<file path="src/hw/rtl/ffca_pkg.sv">
// ffca_pkg: shared types and codes for the first-fit coalescing allocator.
// No dependencies.
package ffca_pkg;

	localparam logic [1:0] STATUS_OK       = 2'd0;
	localparam logic [1:0] STATUS_NO_FIT   = 2'd1;
	localparam logic [1:0] STATUS_OVERFLOW = 2'd2;

	localparam logic KIND_ALLOC = 1'b0;
	localparam logic KIND_FREE  = 1'b1;

	typedef enum logic [2:0] {
		ST_IDLE,
		ST_LOOK,
		ST_DECIDE,
		ST_SHIFT,
		ST_OUT
	} state_t;

	// Broadcast command from the sequencer to every cell.
	typedef enum logic [2:0] {
		OP_HOLD,
		OP_WRITE,
		OP_SHIFT_DOWN,
		OP_SHIFT_UP
	} cell_op_t;

endpackage

</file>
<file path="src/hw/rtl/ffca_cell.sv">
// ffca_cell: one free-range slot (start, size) of the sorted range chain.
// Depends on ffca_pkg.
module ffca_cell #(
	parameter int AW = 12,
	parameter int SW = 13
) (
	input  logic                 clk,
	input  ffca_pkg::cell_op_t   op,
	input  logic                 sel,
	input  logic                 shift_en,
	input  logic [AW-1:0]        wr_start,
	input  logic [SW-1:0]        wr_size,
	input  logic [AW-1:0]        up_start,
	input  logic [SW-1:0]        up_size,
	input  logic [AW-1:0]        dn_start,
	input  logic [SW-1:0]        dn_size,
	input  logic                 init_en,
	input  logic [AW-1:0]        init_start,
	input  logic [SW-1:0]        init_size,
	output logic [AW-1:0]        start_q,
	output logic [SW-1:0]        size_q
);
	import ffca_pkg::*;

	// Shift down: take the neighbor below (higher index) to close a gap.
	// Shift up: take the neighbor above (lower index) to open a gap.
	always_ff @(posedge clk) begin
		if (init_en) begin
			start_q <= init_start;
			size_q  <= init_size;
		end else begin
			unique case (op)
				OP_WRITE: if (sel) begin
					start_q <= wr_start;
					size_q  <= wr_size;
				end
				OP_SHIFT_DOWN: if (shift_en) begin
					start_q <= dn_start;
					size_q  <= dn_size;
				end
				OP_SHIFT_UP: if (shift_en) begin
					start_q <= up_start;
					size_q  <= up_size;
				end
				default: ;
			endcase
		end
	end
endmodule

</file>
<file path="config.mk">
export PLATFORM = sky130hd
export DESIGN_NAME = ffca_cell
export DESIGN_NICKNAME = d
export VERILOG_FILES = /design/src/hw/rtl/ffca_pkg.sv /design/src/hw/rtl/ffca_cell.sv
export SDC_FILE = /design/constraint.sdc
export NUM_CORES = 1
export LEC_CHECK = 0
export ABC_AREA = 1
export BUFFER_PORTS_ARGS = -buffer_cell sky130_fd_sc_hd__buf_2
export CORE_MARGIN = 2
export CORE_UTILIZATION = 25
export DETAILED_ROUTE_END_ITERATION = 6
export SLEW_MARGIN = 5
export SYNTH_ARGS = -nofsm -noshare
export SYNTH_HDL_FRONTEND = slang
export SYNTH_SLANG_ARGS = --single-unit
</file>
<file path="constraint.sdc">
create_clock -name clk -period 2.01 [get_ports clk]
set_input_delay 0.201 -clock clk [delete_from_list [all_inputs] [get_ports clk]]
set_output_delay 0.201 -clock clk [all_outputs]
set_load 0.1 [all_outputs]
</file>
==> results of run 1 <==
per-stage QoR:
stage	setup WS (ns)	instance area, sq um	util, %
after global routing	0.6894	2561	35.69
after detailed placement	0.5395	2515	35.05
after floorplan	0.3035	1834	-
after CTS	0.7411	2561	35.69
after global placement	0.5522	2515	35.05
final	0.7544	2561	35.69
worst min-delay path, delay by kind of cell:
kind                   cells  cell delay (ns)
AND/OR/NAND/NOR            2             0.11
buffers and inverters      1             0.08
worst max path at each step:
stage	from	end	slack (ns)	depth (start not counted)
after CTS	start_q[4]	start_q[4]	0.74	1
after global routing	op[2]	size_q[11]	0.69	7
after global placement	op[0]	size_q[5]	0.55	4
final	start_q[4]	start_q[4]	0.75	1
after floorplan	init_en	size_q[0]	0.30	3
after detailed placement	op[0]	size_q[6]	0.54	4
kinds of logic (layout without fill, tap and decap cells):
| group | count (synthesis) | in the layout | share of synthesized area [%] |
|---|---|---|---|
| flip-flops | 25 | 25 | 40.93 |
| AND/OR/NAND/NOR | 204 | 204 | 49.25 |
| buffers and inverters | 26 | 145 | 9.822 |
sequential cells by signal, summed over array words and instances, names as in the netlist:
name     cells
size_q      13
start_q     12
synth_stat cells:
cell and n:
clkbuf_1 5, buf_6 6, nand3_1 2, nand2_1 75, nand2_4 1, buf_2 5
clkinv_1 1, nor2_1 75, edfxtp_1 25, inv_2 1, buf_4 7, nand4_1 51
inv_6 1
metal layers:
metal	vias to the layer above	GRT usage [%]
met5	-	0
met4	0	2.578
met3	6	1.554
met2	92	25.33
met1	974	20.74
li1	1112	-
power breakdown:
| part | switching [W] | leakage [nW] | internal (W) |
|---|---|---|---|
| Combinational | 0.000695 | 1.04 | 0.000183 |
| Clock | 0.000165 | 0.0255 | 0.000139 |
| Sequential | 0.0000188 | 0.248 | 0.000655 |
cell type report:
cell class              count  area, sq um
well taps                  99        123.9
flip-flops and latches     25        750.7
clock inverters             1        5.005
inverters                   3        16.27
repair buffers            138        720.7
multi-input cells         204        903.4
fillers                   794         4614
clock buffers               3        41.29
==> key figures, run 1 <==
Routing
  – WL met1: 2.783 mm
  – Vias: 2184
  – # DRC: 0
  – Routed Antenna Nets: 0
  – Starting DRT DRC Count: 103
  – DRT Wirelength: 6.276 mm
  – Avg WL per Cell: between 10 and 15 um
  – Wire length on met3: 438 um
  – Drt pass-1 iters: 4
  – Vias/cell: 4.617
  – DR WL met2: 3.011 mm
  – Highest routed layer: met4

Timing
  – # setup viols final: 0
  – Unrepaired setup endpoints after global routing: no
  – Max-slew headroom: between 60% and 70%
  – Least-Margin Pin Slew: 0.5134 ns
  – Fin crit share: 62.47%
  – Final-report hold violation count: 0
  – Time the worst path needs with I/O delays and setup: 1.256 ns
  – Pins Over Slew Limit: 0
  – F_max: 0.7964 GHz
  – Fin Hold WS: 0.2326 ns
  – Sum Neg Setup Slack: 0 ns

Worst setup path
  – Crit path required time: about 1.8 ns
  – Crit path kind: flip-flop to output port
  – Worst-path fanout max: 1
  – Slowest stage delay, CP: approximately 0.43 ns
  – Largest delay share family, worst path: buffers and inverters
  – Bufs and invs on worst path: 1
  – CP endpoint kind: output port
  – Crit-path cells: buf_2
  – Slowest-stage cell, CP: buf_2
  – Startpoint Class: flip-flop
  – CP arrival: around 1.1 ns

Run status
  – Status: complete, no violations

Synth
  – Ranking of synthesized cells by area: edfxtp_1 41%, nand4_1 17%, nand2_1 15%
  – Cell type with the largest total area after synthesis: edfxtp_1
  – Synth top area share: between 40 and 50%
  – Yosys cell types: 13
  – Synth warn: 0
  – Cells after Synth: 255
  – Cell Area, Synth: 1834 sq um
  – Sequential area share after synthesis: 40.93%
  – Mean post-synth cell area: 7.193 sq um
  – Synth Register Bits: 25
  – Syn_nets: between 300 and 400

Clocking
  – Root buffer cell: clkbuf_8
  – H-tree depth: 1
  – Number of buffers created by CTS: 3
  – CTS tree: done
  – Post-CTS Setup Bufs: 0
  – Hold-fix buffers at CTS: 0
  – Clock transition at the registers of the reported paths: about 0.1 ns
  – Clock Tree Buf Depth: 2
  – PostCTS Resize Cnt: 0
  – Clk sink count: 25

Finish
  – Final cell count without fillers: approximately 470
  – Most common cell after layout, fill and taps aside: buf_2
  – Area growth syn-to-layout: 39.63%
  – Final nets: between 400 and 500
  – Layout cells sized above 1: around two fifths
  – Most frequent cells in the layout: 131 x buf_2, 75 x nor2_1, 75 x nand2_1
  – Antenna cells: 0

Min path
  – Hold path cells: 3
  – Worst hold path class: input port to flip-flop
  – WHS Endpoint: start_q[5]
  – Hold Crit Start: init_start[5]

Die
  – Die Width: about 90 um
  – Rows: 31
  – Initial Util: 25.56%
  – Floorplan core area: just over 7000 sq um
  – Die area: ~8000 sq um
  – IO Pins: roughly 130
  – Die Height: approximately 90 um

Power and ir drop
  – Pwr Density: approximately 720 nW/um^2
  – Leakage: approximately 1.3 nW
  – Peak supply drop: about 0.00024 V
  – Final Power: ~0.0019 W

Global route
  – Initial antenna violation count: 0
  – Total gr overflow: 0
  – Largest net degree at the start of global routing: between 50 and 60
  – Global-route wire length before repair: 9.239 mm
  – Vias in the first global route: approximately 1900
  – GR Util All Layers: approximately 15%

Place
  – Post-DP HPWL: roughly 4.5 mm
  – Port bufs: between 100 and 150
  – Dpl cells: 469
  – RD Place Congestion: around 0.75

Flow run
  – Maxcap violations: 0
No activity file was read; power rests on OpenSTA's default activity.
==> run 2: changes to the inputs <==
ABC_AREA = 0   (was 1)
clock period = 1.2 ns   (was 2.01 ns; I/O delays follow)
==> key figures, run 2 <==
Clocking
  – H-tree depth: 1
  – PostCTS Resize Cnt: 0
  – Post-CTS Setup Bufs: 0
  – CTS tree: done
  – Number of buffers created by CTS: 3
  – Clock transition at the registers of the reported paths: approximately 0.090 ns
  – Clk sink count: 25
  – Root buffer cell: clkbuf_8
  – Hold-fix buffers at CTS: 0
  – Clock Tree Buf Depth: 2

Place
  – Worst slack at placement: -0.03954 ns
  – Post-DP HPWL: about 4.2 mm
  – Dpl cells: about 400
  – Port bufs: about 130
  – RD Place Congestion: around 0.77

Finish
  – Most frequent cells in the layout: 123 x buf_2, 25 x nor2_1, 25 x nand2_1, 25 x edfxtp_1
  – Largest regs: size_q (13), start_q (12)
  – Largest reg by FF count: size_q
  – Final nets: a little over 400
  – Max reg flops: 13
  – Area growth syn-to-layout: 49.67%
  – Most common cell after layout, fill and taps aside: buf_2
  – FILL cells: approximately 760
  – Layout cells sized above 1: around two thirds
  – Final cell count without fillers: 400
  – Antenna cells: 0

Routing
  – Starting DRT DRC Count: 31
  – Avg WL per Cell: 13.03 um
  – Vias/cell: approximately 4.4
  – DRT Wirelength: about 5.2 mm
  – Routed Antenna Nets: 0
  – Drt pass-1 iters: 3
  – # DRC: 0
  – Vias: approximately 1700

Global route
  – Largest net degree at the start of global routing: 31
  – GR Util All Layers: between 10% and 20%
  – Global-route wire length before repair: 8.017 mm
  – Total gr overflow: 0
  – Vias in the first global route: approximately 1800
  – Initial antenna violation count: 0

Timing
  – Final-report hold violation count: 0
  – Final worst setup slack: 0.03756 ns
  – Max-slew headroom: ~66%
  – Fin Hold WS: around 0.13 ns
  – Time the worst path needs with I/O delays and setup: 1.162 ns
  – Unrepaired setup endpoints after global routing: no
  – Least-Margin Pin Slew: slightly above 0.5 ns
  – F_max: approximately 0.86 GHz
  – Sum Neg Setup Slack: 0 ns
  – # setup viols final: 0
  – Pins Over Slew Limit: 0
  – Fin crit share: approximately 97%

Synth
  – Post-synth EDFFs: 25
  – Synth Register Bits: 25
  – Synth cell count leaders: 25 x edfxtp_1, 25 x nand2_1, 25 x nor2_1
  – Synth top area share: about 40%
  – Cells after Synth: 171
  – Synth warn: 0
  – Syn_nets: ~280
  – Mean post-synth cell area: between 10 and 15 sq um
  – Cell Area, Synth: 1914 sq um
  – Ranking of synthesized cells by area: edfxtp_1 39%, a211oi_2 14%, o31ai_2 14%
  – Synth Flop Type: edfxtp_1
  – Sequential area share after synthesis: a little under 40%
  – Yosys cell types: 19
  – Async SR Flop Fraction: 0%
  – Cell type with the largest total area after synthesis: edfxtp_1

Worst setup path
  – Largest delay share family, worst path: buffers and inverters
  – Slowest stage delay, CP: 0.43 ns
  – Bufs and invs on worst path: 1
  – Startpoint Class: flip-flop
  – Worst-path fanout max: 1
  – CP Launch Point: size_q[9]
  – Slowest-stage cell, CP: buf_2
  – Crit path kind: flip-flop to output port
  – CP arrival: 1.04 ns
  – CP endpoint kind: output port
  – Crit-path cells: buf_2
  – Crit path required time: approximately 1.1 ns

Die
  – Die Height: a little over 90 um
  – Floorplan core area: 7331 sq um
  – Die area: 8373 sq um
  – IO Pins: ~130
  – Rows: 31
  – Initial Util: around a quarter
  – Die Width: 91.51 um

Min path
  – Hold path cells: 3
  – Worst hold path class: input port to flip-flop
  – WHS Endpoint: size_q[1]
  – Hold Crit Start: init_size[1]

Flow run
  – Maxcap violations: 0

Power and ir drop
  – Pwr Density: 1132 nW/um^2
  – Final Power: 0.003243 W
  – Peak supply drop: between 0.0003 and 0.0004 V
  – Leakage: approximately 1.3 nW

Run status
  – Status: complete, no violations
run 2: final cells by class:
| type | instances | area [sq um] | share of cell area (%) |
|---|---|---|---|
| clock buffers | 4 | 45.04 | 1.572 |
| well taps | 99 | 123.9 | 4.323 |
| repair buffers | 143 | 915.9 | 31.97 |
| multi-input cells | 129 | 1030 | 35.94 |
| flip-flops and latches | 25 | 750.7 | 26.20 |
run 2: how the worst max path moves through the flow:
stage / to / slack [ns] / cells after the start
detailed placement: size_q[12] / -0.04 / 5
floorplan: size_q[0] / 0.003 / 3
global placement: size_q[12] / -0.04 / 5
CTS: start_q[6] / 0.03 / 1
global route: start_q[8] / 0.02 / 1
finish: size_q[9] / 0.04 / 1
run 2: through the flow:
stage                     instance area (sq um)  util (%)
after floorplan                            1923         -
after global routing                       2865     39.09
final                                      2865     39.09
after detailed placement                   2820     38.47
after CTS                                  2865     39.09
after global placement                     2820     38.47
run 2: tightest hold or removal path, delay by kind of cell:
family	cells	cell delay [ns]
buffers and inverters	1	0.08
and+or+nand+nor	1	0.04
AOI/OAI and AO/OA	1	0.05
run 2: per-layer routing:
layer | routed length (um) | vias to the layer above | global-route usage (%)
met5 | 0 | - | 0
met4 | 94 | 0 | 4.924
met3 | 338 | 6 | 2.407
met2 | 2616 | 59 | 20.10
met1 | 2161 | 799 | 14.87
li1 | - | 885 | -
run 2: power by group:
| part | total [W] | internal [W] | switching [W] |
|---|---|---|---|
| registers | 0.00114 | 0.00109 | 0.0000443 |
| logic | 0.00160 | 0.000490 | 0.00111 |
| clock network | 0.000504 | 0.000237 | 0.000267 |
| total | 0.00324 | 0.00182 | 0.00142 |
run 2: cells by family (layout without fill, tap and decap cells):
kind of cell           after synthesis  after routing  share of synthesized area, %
DFF                                 25             25                         39.22
buffers and inverters               17            147                         7.451
and+or+nand+nor                     78             78                         22.29
AOI/OAI and AO/OA                   51             51                         31.05
